[src/hw/rtl/cts_pkg.sv]
// Shared types, constants and helper functions for the cyclic time-slot scheduler.
package cts_pkg;

   // Table geometry and field widths.
   localparam int MAX_SLOTS  = 32;
   localparam int SLOT_BITS  = $clog2(MAX_SLOTS);
   localparam int COUNT_BITS = SLOT_BITS + 1;
   localparam int OWNER_BITS = 8;
   localparam int DUR_BITS   = 32;
   localparam int TIME_BITS  = 64;

   // Stream beat layout, lowest bit first.
   localparam int IN_OP_BITS    = 2;
   localparam int IN_DATA_BITS  = 112;
   localparam int OUT_DATA_BITS = 144;

   // Configuration register file.
   localparam int CSR_ADDR_BITS  = 3;
   localparam int CSR_DATA_BITS  = 32;
   localparam bit REG_SLOT_COUNT   = 1'b0;
   localparam bit REG_FRAME_LENGTH = 1'b1;
   localparam logic [COUNT_BITS-1:0] SLOT_COUNT_RESET = COUNT_BITS'(1);

   // Operation carried in the input beat's tuser.
   typedef enum logic [IN_OP_BITS-1:0] {
      OP_WRITE   = 2'd0,
      OP_RESTART = 2'd1,
      OP_TICK    = 2'd2,
      OP_QUERY   = 2'd3
   } op_type;

   // One slot table entry.
   typedef struct packed {
      logic [DUR_BITS-1:0]   duration;
      logic [OWNER_BITS-1:0] owner;
      logic                  periodic;
   } entry_type;

   // Commands from the controller to the datapath.
   typedef struct packed {
      logic capture;
      logic table_write;
      logic restart_start;
      logic tick_start;
      logic walk_start;
      logic restart_apply;
      logic tick_apply;
      logic walk_step;
      logic result_load;
   } cmd_type;

   // Status from the datapath to the controller.
   typedef struct packed {
      op_type op;
      logic   tick_due;
      logic   walk_hit;
      logic   walk_last;
   } status_type;

   // Number of slots in use: zero acts as one, large values clip to the table size.
   function automatic logic [COUNT_BITS-1:0] used_count(input logic [COUNT_BITS-1:0] count);
      logic [COUNT_BITS-1:0] result;
      if (count == '0) begin
         result = COUNT_BITS'(1);
      end else if (count > COUNT_BITS'(MAX_SLOTS)) begin
         result = COUNT_BITS'(MAX_SLOTS);
      end else begin
         result = count;
      end
      return result;
   endfunction

   // True when the slot after the given one falls at or beyond the slot count.
   function automatic logic slot_wraps(input logic [SLOT_BITS-1:0] slot,
                                       input logic [COUNT_BITS-1:0] count);
      logic [COUNT_BITS-1:0] next;
      next = {1'b0, slot} + COUNT_BITS'(1);
      return (next >= count);
   endfunction

   // Slot that follows the given one, wrapping to slot 0.
   function automatic logic [SLOT_BITS-1:0] next_slot(input logic [SLOT_BITS-1:0] slot,
                                                      input logic [COUNT_BITS-1:0] count);
      logic [SLOT_BITS-1:0] result;
      if (slot_wraps(slot, count)) begin
         result = '0;
      end else begin
         result = slot + SLOT_BITS'(1);
      end
      return result;
   endfunction

endpackage

[src/hw/rtl/cts_ctrl.sv]
// Controller state machine that sequences each operation of the slot scheduler.
module cts_ctrl (
   input  logic                clock,
   input  logic                reset,
   input  logic                req_tvalid,
   output logic                req_tready,
   output logic                rsp_tvalid,
   input  logic                rsp_tready,
   input  cts_pkg::status_type status,
   output cts_pkg::cmd_type    cmd
);

   typedef enum logic [2:0] {
      ST_IDLE,
      ST_DECODE,
      ST_APPLY,
      ST_WALK,
      ST_FINISH
   } state_type;

   state_type state_ff;
   state_type state_in;
   logic      rsp_valid_ff;
   logic      rsp_valid_in;
   logic      load;

   assign req_tready = (state_ff == ST_IDLE);
   assign rsp_tvalid = rsp_valid_ff;

   // The result register may be loaded when it is empty or being drained.
   assign load = (state_ff == ST_FINISH) && (!rsp_valid_ff || rsp_tready);

   // Commands and next state.
   always_comb begin
      cmd      = '0;
      state_in = state_ff;
      unique case (state_ff)
         ST_IDLE: begin
            cmd.capture = req_tvalid;
            if (req_tvalid) begin
               state_in = ST_DECODE;
            end
         end
         ST_DECODE: begin
            unique case (status.op)
               cts_pkg::OP_WRITE: begin
                  cmd.table_write = 1'b1;
                  state_in        = ST_FINISH;
               end
               cts_pkg::OP_RESTART: begin
                  cmd.restart_start = 1'b1;
                  state_in          = ST_APPLY;
               end
               cts_pkg::OP_TICK: begin
                  cmd.tick_start = status.tick_due;
                  state_in       = status.tick_due ? ST_APPLY : ST_FINISH;
               end
               cts_pkg::OP_QUERY: begin
                  cmd.walk_start = 1'b1;
                  state_in       = ST_WALK;
               end
            endcase
         end
         ST_APPLY: begin
            cmd.restart_apply = (status.op == cts_pkg::OP_RESTART);
            cmd.tick_apply    = (status.op != cts_pkg::OP_RESTART);
            state_in          = ST_FINISH;
         end
         ST_WALK: begin
            cmd.walk_step = 1'b1;
            if (status.walk_hit || status.walk_last) begin
               state_in = ST_FINISH;
            end
         end
         ST_FINISH: begin
            cmd.result_load = load;
            if (load) begin
               state_in = ST_IDLE;
            end
         end
         default: begin
            state_in = ST_IDLE;
         end
      endcase
   end

   // Output valid flag follows loads and drains.
   always_comb begin
      rsp_valid_in = rsp_valid_ff;
      if (load) begin
         rsp_valid_in = 1'b1;
      end else if (rsp_tready) begin
         rsp_valid_in = 1'b0;
      end
   end

   // State and registered outputs.
   always_ff @(posedge clock) begin
      if (reset) begin
         state_ff     <= ST_IDLE;
         rsp_valid_ff <= 1'b0;
      end else begin
         state_ff     <= state_in;
         rsp_valid_ff <= rsp_valid_in;
      end
   end

endmodule

[src/hw/rtl/cts_dp.sv]
// Datapath of the slot scheduler: slot table, schedule state, window walk and result register.
module cts_dp (
   input  logic                                     clock,
   input  logic                                     reset,
   input  cts_pkg::op_type                          in_operation,
   input  logic [cts_pkg::TIME_BITS-1:0]            in_now,
   input  logic [cts_pkg::SLOT_BITS-1:0]            in_slot_index,
   input  logic [cts_pkg::DUR_BITS-1:0]             in_slot_length,
   input  logic [cts_pkg::OWNER_BITS-1:0]           in_slot_owner,
   input  logic                                     in_slot_periodic,
   input  logic [cts_pkg::COUNT_BITS-1:0]           slot_count_used,
   input  logic [cts_pkg::DUR_BITS-1:0]             frame_length,
   input  cts_pkg::cmd_type                         cmd,
   output cts_pkg::status_type                      status,
   output logic [cts_pkg::OWNER_BITS-1:0]           out_owner,
   output logic                                     out_switched,
   output logic [cts_pkg::SLOT_BITS-1:0]            out_slot,
   output logic [cts_pkg::TIME_BITS-1:0]            out_deadline,
   output logic [cts_pkg::TIME_BITS-1:0]            out_window_start,
   output logic                                     out_window_found
);

   // Captured input beat.
   cts_pkg::op_type                     op_ff;
   logic [cts_pkg::TIME_BITS-1:0]       now_ff;
   logic [cts_pkg::SLOT_BITS-1:0]       index_ff;
   cts_pkg::entry_type                  wr_entry_ff;

   // Slot table with registered read port.
   cts_pkg::entry_type                  table_mem [cts_pkg::MAX_SLOTS];
   cts_pkg::entry_type                  rd_entry_ff;
   logic                                rd_en;
   logic [cts_pkg::SLOT_BITS-1:0]       rd_addr;

   // Schedule state.
   logic [cts_pkg::SLOT_BITS-1:0]       cur_slot_ff;
   logic [cts_pkg::OWNER_BITS-1:0]      cur_owner_ff;
   logic [cts_pkg::TIME_BITS-1:0]       deadline_ff;
   logic [cts_pkg::TIME_BITS-1:0]       frame_end_ff;

   // Per-item results and window walk.
   logic                                switched_ff;
   logic [cts_pkg::TIME_BITS-1:0]       wstart_ff;
   logic                                wfound_ff;
   logic [cts_pkg::SLOT_BITS-1:0]       scan_ff;
   logic [cts_pkg::SLOT_BITS-1:0]       eval_ff;
   logic [cts_pkg::TIME_BITS-1:0]       offset_ff;

   // Result register.
   logic [cts_pkg::OWNER_BITS-1:0]      res_owner_ff;
   logic                                res_switched_ff;
   logic [cts_pkg::SLOT_BITS-1:0]       res_slot_ff;
   logic [cts_pkg::TIME_BITS-1:0]       res_deadline_ff;
   logic [cts_pkg::TIME_BITS-1:0]       res_wstart_ff;
   logic                                res_wfound_ff;

   logic [cts_pkg::SLOT_BITS-1:0]       cur_next;
   logic                                cur_wraps;
   logic [cts_pkg::SLOT_BITS-1:0]       scan_next;
   logic [cts_pkg::TIME_BITS-1:0]       rd_duration;

   assign cur_next    = cts_pkg::next_slot(cur_slot_ff, slot_count_used);
   assign cur_wraps   = cts_pkg::slot_wraps(cur_slot_ff, slot_count_used);
   assign scan_next   = cts_pkg::next_slot(scan_ff, slot_count_used);
   assign rd_duration = cts_pkg::TIME_BITS'(rd_entry_ff.duration);

   // Status back to the controller.
   always_comb begin
      status.op        = op_ff;
      status.tick_due  = (deadline_ff <= now_ff);
      status.walk_hit  = rd_entry_ff.periodic && (rd_entry_ff.owner == cur_owner_ff);
      status.walk_last = (eval_ff ==
                          cts_pkg::SLOT_BITS'(slot_count_used - cts_pkg::COUNT_BITS'(1)));
   end

   // Table read address: slot 0 on restart, the following slot on tick and walk.
   always_comb begin
      rd_en   = cmd.restart_start || cmd.tick_start || cmd.walk_start || cmd.walk_step;
      rd_addr = '0;
      priority if (cmd.tick_start || cmd.walk_start) begin
         rd_addr = cur_next;
      end else if (cmd.walk_step) begin
         rd_addr = scan_next;
      end else begin
         rd_addr = '0;
      end
   end

   // Input capture.
   always_ff @(posedge clock) begin
      if (cmd.capture) begin
         op_ff                <= in_operation;
         now_ff               <= in_now;
         index_ff             <= in_slot_index;
         wr_entry_ff.duration <= in_slot_length;
         wr_entry_ff.owner    <= in_slot_owner;
         wr_entry_ff.periodic <= in_slot_periodic;
      end
   end

   // Slot table: every 5-bit index lies inside the table, so writes always land.
   always_ff @(posedge clock) begin
      if (cmd.table_write) begin
         table_mem[index_ff] <= wr_entry_ff;
      end
      if (rd_en) begin
         rd_entry_ff <= table_mem[rd_addr];
      end
   end

   // Schedule state updates on restart and tick.
   always_ff @(posedge clock) begin
      if (reset) begin
         cur_slot_ff  <= '0;
         cur_owner_ff <= '0;
         deadline_ff  <= '0;
         frame_end_ff <= '0;
      end else begin
         if (cmd.restart_start) begin
            frame_end_ff <= now_ff + cts_pkg::TIME_BITS'(frame_length);
         end
         if (cmd.tick_start) begin
            cur_slot_ff <= cur_next;
            if (cur_wraps) begin
               frame_end_ff <= frame_end_ff + cts_pkg::TIME_BITS'(frame_length);
            end
         end
         if (cmd.restart_apply) begin
            cur_slot_ff  <= '0;
            deadline_ff  <= now_ff + rd_duration;
            cur_owner_ff <= rd_entry_ff.owner;
         end
         if (cmd.tick_apply) begin
            deadline_ff  <= deadline_ff + rd_duration;
            cur_owner_ff <= rd_entry_ff.owner;
         end
      end
   end

   // Per-item flags and the periodic window walk, one table entry a cycle.
   always_ff @(posedge clock) begin
      if (cmd.capture) begin
         switched_ff <= 1'b0;
         wstart_ff   <= '0;
         wfound_ff   <= 1'b0;
      end
      if (cmd.restart_apply || cmd.tick_apply) begin
         switched_ff <= (rd_entry_ff.owner != cur_owner_ff);
      end
      if (cmd.walk_start) begin
         scan_ff   <= cur_next;
         eval_ff   <= '0;
         offset_ff <= deadline_ff;
      end
      if (cmd.walk_step) begin
         if (status.walk_hit) begin
            wstart_ff <= offset_ff;
            wfound_ff <= 1'b1;
         end else begin
            offset_ff <= offset_ff + rd_duration;
            scan_ff   <= scan_next;
            eval_ff   <= eval_ff + cts_pkg::SLOT_BITS'(1);
         end
      end
   end

   // Result register.
   always_ff @(posedge clock) begin
      if (cmd.result_load) begin
         res_owner_ff    <= cur_owner_ff;
         res_switched_ff <= switched_ff;
         res_slot_ff     <= cur_slot_ff;
         res_deadline_ff <= deadline_ff;
         res_wstart_ff   <= wstart_ff;
         res_wfound_ff   <= wfound_ff;
      end
   end

   assign out_owner        = res_owner_ff;
   assign out_switched     = res_switched_ff;
   assign out_slot         = res_slot_ff;
   assign out_deadline     = res_deadline_ff;
   assign out_window_start = res_wstart_ff;
   assign out_window_found = res_wfound_ff;

endmodule

[src/hw/rtl/cyclic_time_slot_scheduler_top.sv]
// A write or a tick not yet due passes capture and decode, then loads the result register;
// a restart or a due tick adds an apply step (one slot table read), and a query walks k slots
// (one table entry a cycle, k at most the number of slots in use) before its result load.
// One item in work at a time; a new beat waits for the result load, delayed while the
// result beat is stalled. Reset clears the schedule to slot 0, owner 0, deadline 0, sets
// slot_count to 1 and frame_length to 0; the slot table holds no defined value until written.
module cyclic_time_slot_scheduler_top (
   input  logic                                 clock,
   input  logic                                 reset,
   // tdata: now[63:0], slot_index[68:64], slot_length[100:69], slot_owner[108:101],
   // slot_periodic[109], zero fill[111:110]
   input  logic                                 req_tvalid,
   output logic                                 req_tready,
   input  logic [cts_pkg::IN_DATA_BITS-1:0]     req_tdata,
   // tuser: operation[1:0]
   input  logic [cts_pkg::IN_OP_BITS-1:0]       req_tuser,
   // tdata: owner[7:0], switched[8], slot[13:9], deadline[77:14], window_start[141:78],
   // window_found[142], zero fill[143]
   output logic                                 rsp_tvalid,
   input  logic                                 rsp_tready,
   output logic [cts_pkg::OUT_DATA_BITS-1:0]    rsp_tdata,
   input  logic                                 csr_psel,
   input  logic                                 csr_penable,
   input  logic                                 csr_pwrite,
   input  logic [cts_pkg::CSR_ADDR_BITS-1:0]    csr_paddr,
   input  logic [cts_pkg::CSR_DATA_BITS-1:0]    csr_pwdata,
   output logic [cts_pkg::CSR_DATA_BITS-1:0]    csr_prdata,
   output logic                                 csr_pready
);

   logic [cts_pkg::COUNT_BITS-1:0]  slot_count_ff;
   logic [cts_pkg::DUR_BITS-1:0]    frame_length_ff;
   logic                            csr_write;

   cts_pkg::cmd_type                cmd;
   cts_pkg::status_type             status;

   logic [cts_pkg::OWNER_BITS-1:0]  out_owner;
   logic                            out_switched;
   logic [cts_pkg::SLOT_BITS-1:0]   out_slot;
   logic [cts_pkg::TIME_BITS-1:0]   out_deadline;
   logic [cts_pkg::TIME_BITS-1:0]   out_window_start;
   logic                            out_window_found;

   // Configuration registers, decoded by word address.
   assign csr_pready = 1'b1;
   assign csr_write  = csr_psel && csr_penable && csr_pwrite;

   always_ff @(posedge clock) begin
      if (reset) begin
         slot_count_ff   <= cts_pkg::SLOT_COUNT_RESET;
         frame_length_ff <= '0;
      end else if (csr_write) begin
         if (csr_paddr[2] == cts_pkg::REG_SLOT_COUNT) begin
            slot_count_ff <= csr_pwdata[cts_pkg::COUNT_BITS-1:0];
         end else begin
            frame_length_ff <= csr_pwdata[cts_pkg::DUR_BITS-1:0];
         end
      end
   end

   always_comb begin
      if (csr_paddr[2] == cts_pkg::REG_FRAME_LENGTH) begin
         csr_prdata = cts_pkg::CSR_DATA_BITS'(frame_length_ff);
      end else begin
         csr_prdata = cts_pkg::CSR_DATA_BITS'(slot_count_ff);
      end
   end

   cts_ctrl u_ctrl (
      .clock      (clock),
      .reset      (reset),
      .req_tvalid (req_tvalid),
      .req_tready (req_tready),
      .rsp_tvalid (rsp_tvalid),
      .rsp_tready (rsp_tready),
      .status     (status),
      .cmd        (cmd)
   );

   cts_dp u_dp (
      .clock            (clock),
      .reset            (reset),
      .in_operation     (cts_pkg::op_type'(req_tuser)),
      .in_now           (req_tdata[63:0]),
      .in_slot_index    (req_tdata[68:64]),
      .in_slot_length   (req_tdata[100:69]),
      .in_slot_owner    (req_tdata[108:101]),
      .in_slot_periodic (req_tdata[109]),
      .slot_count_used  (cts_pkg::used_count(slot_count_ff)),
      .frame_length     (frame_length_ff),
      .cmd              (cmd),
      .status           (status),
      .out_owner        (out_owner),
      .out_switched     (out_switched),
      .out_slot         (out_slot),
      .out_deadline     (out_deadline),
      .out_window_start (out_window_start),
      .out_window_found (out_window_found)
   );

   // Result beat packing.
   assign rsp_tdata = {1'b0, out_window_found, out_window_start, out_deadline,
                       out_slot, out_switched, out_owner};

endmodule

[config.mk]
export PLATFORM = sky130hd
export DESIGN_NAME = cyclic_time_slot_scheduler_top
export DESIGN_NICKNAME = d
export VERILOG_FILES = /design/src/hw/rtl/cts_pkg.sv /design/src/hw/rtl/cts_ctrl.sv /design/src/hw/rtl/cts_dp.sv /design/src/hw/rtl/cyclic_time_slot_scheduler_top.sv
export SDC_FILE = /design/constraint.sdc
export NUM_CORES = 2
export LEC_CHECK = 0
export BUFFER_PORTS_ARGS = -buffer_cell sky130_fd_sc_hd__clkbuf_2
export CORE_ASPECT_RATIO = 1.1
export CORE_MARGIN = 4
export CORE_UTILIZATION = 40
export CTS_CLUSTER_DIAMETER = 40
export DETAILED_ROUTE_END_ITERATION = 12
export PLACE_DENSITY = 0.56
export RECOVER_POWER = 100
export SYNTH_ARGS = -nofsm -noshare
export SYNTH_HDL_FRONTEND = slang
export SYNTH_SLANG_ARGS = --single-unit
[constraint.sdc]
create_clock -name clock -period 10.54 [get_ports clock]
set_input_delay 1.054 -clock clock [delete_from_list [all_inputs] [get_ports clock]]
set_output_delay 1.054 -clock clock [all_outputs]
set_load 0.02 [all_outputs]
; ---- After elaboration in Yosys (flattened, before gate mapping)
; Memory sizes are Yosys's and may differ from the RTL's. A register that Yosys moved wholly into a read port is not among the register bits.
; Cells that the tools add are included.
[classes]
n_addsub = 9
n_lt_le_gt_ge = 4
eq_ne = 14
n_mux = 47
n_bitwise = 1
reduce_logical = 22
[op_table]
columns = operator, n
row1 = 2-to-1 mux 64 bit, 8
row2 = adder 64 x 32 -> 64 bit, 3
row3 = <= comparator 64 bit, 1
row4 = 2-to-1 mux 5 bit, 10
row5 = 2-to-1 mux 32 bit, 1
row6 = 2-to-1 mux 1 bit, 16
row7 = 2-to-1 mux 8 bit, 2
row8 = "adder 5 x 1 -> 5 bit, second input constant", 3
row9 = one-hot mux 3 bit (5 select lines), 1
row10 = "adder 5 x 1 -> 6 bit, second input constant", 2
row11 = >= comparator 6 bit, 2
row12 = 2-to-1 mux 3 bit, 4
row13 = 2-to-1 mux 6 bit, 2
row14 = one-hot mux 3 bit (4 select lines), 1
row15 = equality test 8 bit, 1
row16 = inequality test 8 bit, 1
row17 = logical OR 1 bit, 7
row18 = "equality test 3 x 2 -> 1 bit, second input constant", 2
row19 = "greater-than comparator 6 bit, second input constant", 1
row20 = logical NOT 6 bit, 1
row21 = "inequality test 2 x 1 -> 1 bit, second input constant", 3
row22 = nonzero test 2 bit, 3
row23 = equality test 5 bit, 1
row24 = "subtractor 5 x 1 -> 5 bit, second input constant", 1
row25 = 15 further kinds, 20
[totals]
register_bits = 514
ram_bits = 1312
inputBits = 156
word_cells = 123
n_memories = 1
[mem_list]
columns = memory, words, width, read_ports, rd_clocked_by_memory_dff, wr, line_no
row1 = u_dp.table_mem, 32, 41, 1, 1, 1, cts_dp.sv:30  ; cts_pkg::entry_type table_mem [cts_pkg::MAX_SLOTS];

; ---- Longest topological paths before layout
[logic_depth]
depth_word = 8
mapped_depth = 24
depth_no_buf = 17

; ---- Cells and area by module
; A second synthesis with hierarchy kept.
[unflattened]
hier_cells = 6257
area_unflattened_um2 = 77349.2
[modules_own_cells]
columns = mod, n_inst, cells_each, area_per_inst_um2, seq_area_each_um2
row1 = cts_dp, 1, 6007, 74986.9, 52640.5
row2 = cyclic_time_slot_scheduler_top, 1, 211, 2038.2, 760.7
row3 = cts_ctrl, 1, 39, 324.1, 80.1

; ---- Worst setup path after synthesis
; No wires, ideal clock.
[synth_timing]
path_kind = input to register
from = input rsp_tready
to = register u_dp.res_deadline_ff (netlist bit u_dp.out_deadline[0]) (enable)
t_arrival_ns = 7.032
setup_slack_ns = 2.860
path_stages = 2
n_path_buf = 0
cell_sequence = nor2b_1 > nor2_1
[synth_rtl]
columns = item, line_no
row1 = start: declaration, cyclic_time_slot_scheduler_top.sv:20  ; input logic rsp_tready,
row2 = end signal: assignment, cts_dp.sv:173  ; res_deadline_ff <= deadline_ff;
row3 = end: declaration, cts_dp.sv:53  ; logic [cts_pkg::TIME_BITS-1:0] res_deadline_ff;

; ---- Worst setup path after layout
[layout_timing]
from = register u_dp.deadline_ff[45] (netlist name)
to = register u_dp.rd_duration[7] (netlist name)
[layout_between]
elab_chain_cells = 6
word_cells_on_any_way = 8
cone_classes = 1 x order compare / 3 x mux / 4 x reduce/logical
[layout_rtl]
columns = item, line_no
row1 = start: declaration, cts_dp.sv:38  ; logic [cts_pkg::TIME_BITS-1:0] deadline_ff;
row2 = start signal: assignment, cts_dp.sv:130  ; deadline_ff <= now_ff + rd_duration;
row3 = start signal: assignment, cts_dp.sv:134  ; deadline_ff <= deadline_ff + rd_duration;
row4 = <= comparator 64 bit *, cts_dp.sv:70  ; status.tick_due = (deadline_ff <= now_ff);
row5 = 2-to-1 mux 1 bit *, cts_ctrl.sv:45  ; unique case (status.op)
row6 = 2-to-1 mux 4 bit *, cts_ctrl.sv:37  ; unique case (state_ff)
row7 = logical OR 1 bit (3 in series), cts_dp.sv:78  ; rd_en = cmd.restart_start || cmd.tick_start || cmd.walk_start || cmd.walk_step;
; Every way passes the cells marked *; elsewhere a longest branch is shown, timed or not.
; A chain may end at the register's enable or synchronous reset.

==> flow_summary.yaml <==
worst_setup_path:
  required_ns: 11.22
  end_kind: "flip-flop"
  critical_path_class: "reg2reg"
  r2r_slack_ns: 2.18
  start_kind: "flip-flop"
  reg2reg_depth: 13
  critical_path.max_fanout: 35
  cp.arrival_ns: 9.04
yosys:
  synth_cells: 4741
  ys_top_cells_by_area: "edfxtp_1 64%, mux4_2 9.5%, dfxtp_1 6.8%"
  yosysSeqAreaShare: 0.706
  yosysTopAreaCell: "edfxtp_1"
  synth_edf_count: 1609
  yosysWarningCount: 0
  ys_types: 83
  syn_avg_cell_area_um2: 16.0
  synth_common_cells: "1,609 x edfxtp_1, 470 x nand2_1, 318 x mux4_2, 258 x dfxtp_1, 218 x o21ai_0"
  synthArstFlopShare: 0
  synth.top_cell.area_share: 0.638
  synthFlopType: "edfxtp_1"
  synth_most_common_cell: "edfxtp_1"
  syn-num-nets: 5043
  synthesis.area_mm2: 0.0758
  ys_ff_latch: 1867
final_layout:
  nets: 5493
  syn_to_final_growth_pct: 17.4
  drive_gt1_frac: 0.182
  fill_cells: 16200
  fin_util: 0.472
  fin_cells: 7923
  regArea_mm2: 0.0535
  multi_input_area_mm2: 0.0211
sta:
  tightestPinTransition_ns: 4.60
  slew_headroom: -2.06
  rsz0062_at_grt: "false"
  period_share: 0.793
  finalCriticalPeriod_ns: 8.36
  hold_viol_final: 0
  finalSetupViolations: 0
  fmax_mhz: 120
  fin_setup_tns_ns: 0
  skew_ns: 0.0563
  hold_slack_ns: 0.321
  drv_slew: 1942
clocking:
  cts_buffers: 280
  cts.repair.resized: 0
  cts_root_buf: "clkbuf_16"
  ctsLongestPathBuffers: 4
  numClockSinks: 1867
  post_cts_buffers: 0
  cts_tree: "yes"
  insertion_delay_ns: 0.91
  h-tree-depth: 5
  cts_hold_buf: 0
  clkTransAtPathRegs_ns: 0.06
floorplan:
  fp-row-count: 167
  fp.dieH_um: 464
  ios: 335
  coreArea_mm2: 0.188
  start_util: 0.402
  die_x_um: 423
  dieArea_mm2: 0.196
power_and_ir_drop:
  peakVddDrop_mv: 0.175
  p_total_w: 0.0199
  pwr_density_cell_mw_per_mm2: 223
  leakagePower_nw: 29.9
place:
  portBuffers: 328
  dpl.cell_count: 7444
  dp_hpwl_mm: 123
  gp_congestion: 0.871
route:
  dr_total_vias: 45100
  wirelength_met1_mm: 88.9
  viasPerCell: 5.69
  ant_nets: 0
  wl_met3_mm: 15.7
  wl_per_cell_um: 27.7
  drc: 0
  dr.pass1.iters: 7
  first_iter_violations: 5027
  routed-wl-met2_mm: 107
  top_layer_used: "met5"
  drt_wl_total_mm: 220
grt:
  grt_pass1_wl_mm: 315
  grt_pass1_vias: 44700
  grt_max_degree: 115
  gr-usage-all-layers: 0.219
  overflow: 0
  antenna_found_initial: 13
outcome:
  status: "finished, violations left"
  violations: "max-capacitance violations, max-slew violations"
flow_run:
  max_cap_violations: 49
hold_path:
  hp-class: "in2reg"
  whs_path_depth: 1
==> logic make-up (layout without fill, tap and decap cells) <==
kind of cell | after synthesis | in the layout | synth area share
compound gates | 926 | 926 | 0.0787
xor+xnor | 72 | 72 | 0.00832
fa+ha+maj | 146 | 146 | 0.0243
buf+inv | 347 | 990 | 0.0180
flops | 1867 | 1867 | 0.706
mux | 378 | 378 | 0.103
other cells | 2 | 6 | 0.0000991
simple gates | 1003 | 1003 | 0.0620
==> cells in the final DEF, fill, tap and decap left out, types with 79 or more instances in the layout <==
cell       count
mux4_2       318
clkbuf_1     278
nand3_1       96
a21oi_1      212
ha_1         144
nand4_1       79
clkbuf_16    286
inv_1        101
clkbuf_2     123
edfxtp_1    1609
a22oi_1      181
nand2_1      467
o21ai_0      218
nor2_1       122
dfxtp_1      258
==> layout make-up <==
cell class	instances	area share
Sequential cell	1867	0.601
Multi-Input combinational cell	2527	0.238
Clock buffer	320	0.0826
Tap cell	2535	0.0357
Timing Repair Buffer	412	0.0212
Clock inverter	155	0.0170
Inverter	103	0.00436
Antenna cell	4	0.000113
==> power by group <==
part / total [W] / switching (W) / internal (W) / leakage (nW)
registers: 0.00910 / 0.000521 / 0.00858 / 16.7
logic: 0.00195 / 0.00128 / 0.000670 / 8.92
clock network: 0.00881 / 0.00334 / 0.00547 / 4.27
total: 0.0199 / 0.00515 / 0.0147 / 29.9
==> registers in the layout, summed over array words and instances, names as in the netlist, 6 cells and up <==
register / flops
u_dp.now_ff: 64
u_dp.wstart_ff: 64
u_dp.out_window_start: 64
slot_count_ff: 6
u_dp.table_mem: 1312
u_dp.deadline_ff: 64
frame_length_ff: 32
u_dp.wr_entry_ff: 41
u_dp.out_deadline: 64
u_dp.offset_ff: 64
u_dp.rd_entry_ff: 9
u_dp.out_owner: 8
u_dp.rd_duration: 32
u_dp.cur_owner_ff: 8
==> final timing paths <==
kind | end | startpoint
max | u_dp.rd_duration[7] | u_dp.deadline_ff[45]
min | u_dp.wr_entry_ff[14] | req_tdata[74]
max reg2reg | u_dp.rd_duration[7] | u_dp.deadline_ff[45]
min reg2reg | u_dp.out_window_start[29] | u_dp.wstart_ff[29]
==> through the flow <==
step | setup slack [ns] | instance area, um2
after global placement | 4.27 | 80700
after CTS | 4.17 | 89500
after detailed placement | 4.18 | 80700
after global routing | 1.98 | 88900
after floorplan | 2.86 | 75800
final | 2.18 | 88900
==> worst max-delay path, stage by stage (launching register included) <==
cell and delay [ns]:
dfxtp_1 0.61, ha_1 0.33, nand4_1 0.19, nor3_1 0.13, a221oi_1 0.40, o21ai_0 0.20, a211oi_1 0.94, a21oi_1 0.13
buf_4 0.24, a31o_2 0.27, nor3_1 1.23, clkbuf_1 2.55, a22oi_1 0.48, nand4_1 0.44
==> metal layers <==
| metal | vias to the layer above | track usage |
|---|---|---|
| li1 | 19800 | - |
| met4 | 2 | 0.0825 |
| met2 | 1803 | 0.363 |
| met3 | 387 | 0.0415 |
| met1 | 23100 | 0.288 |
| met5 | - | 0 |
Power figures use the tool's default switching activity.
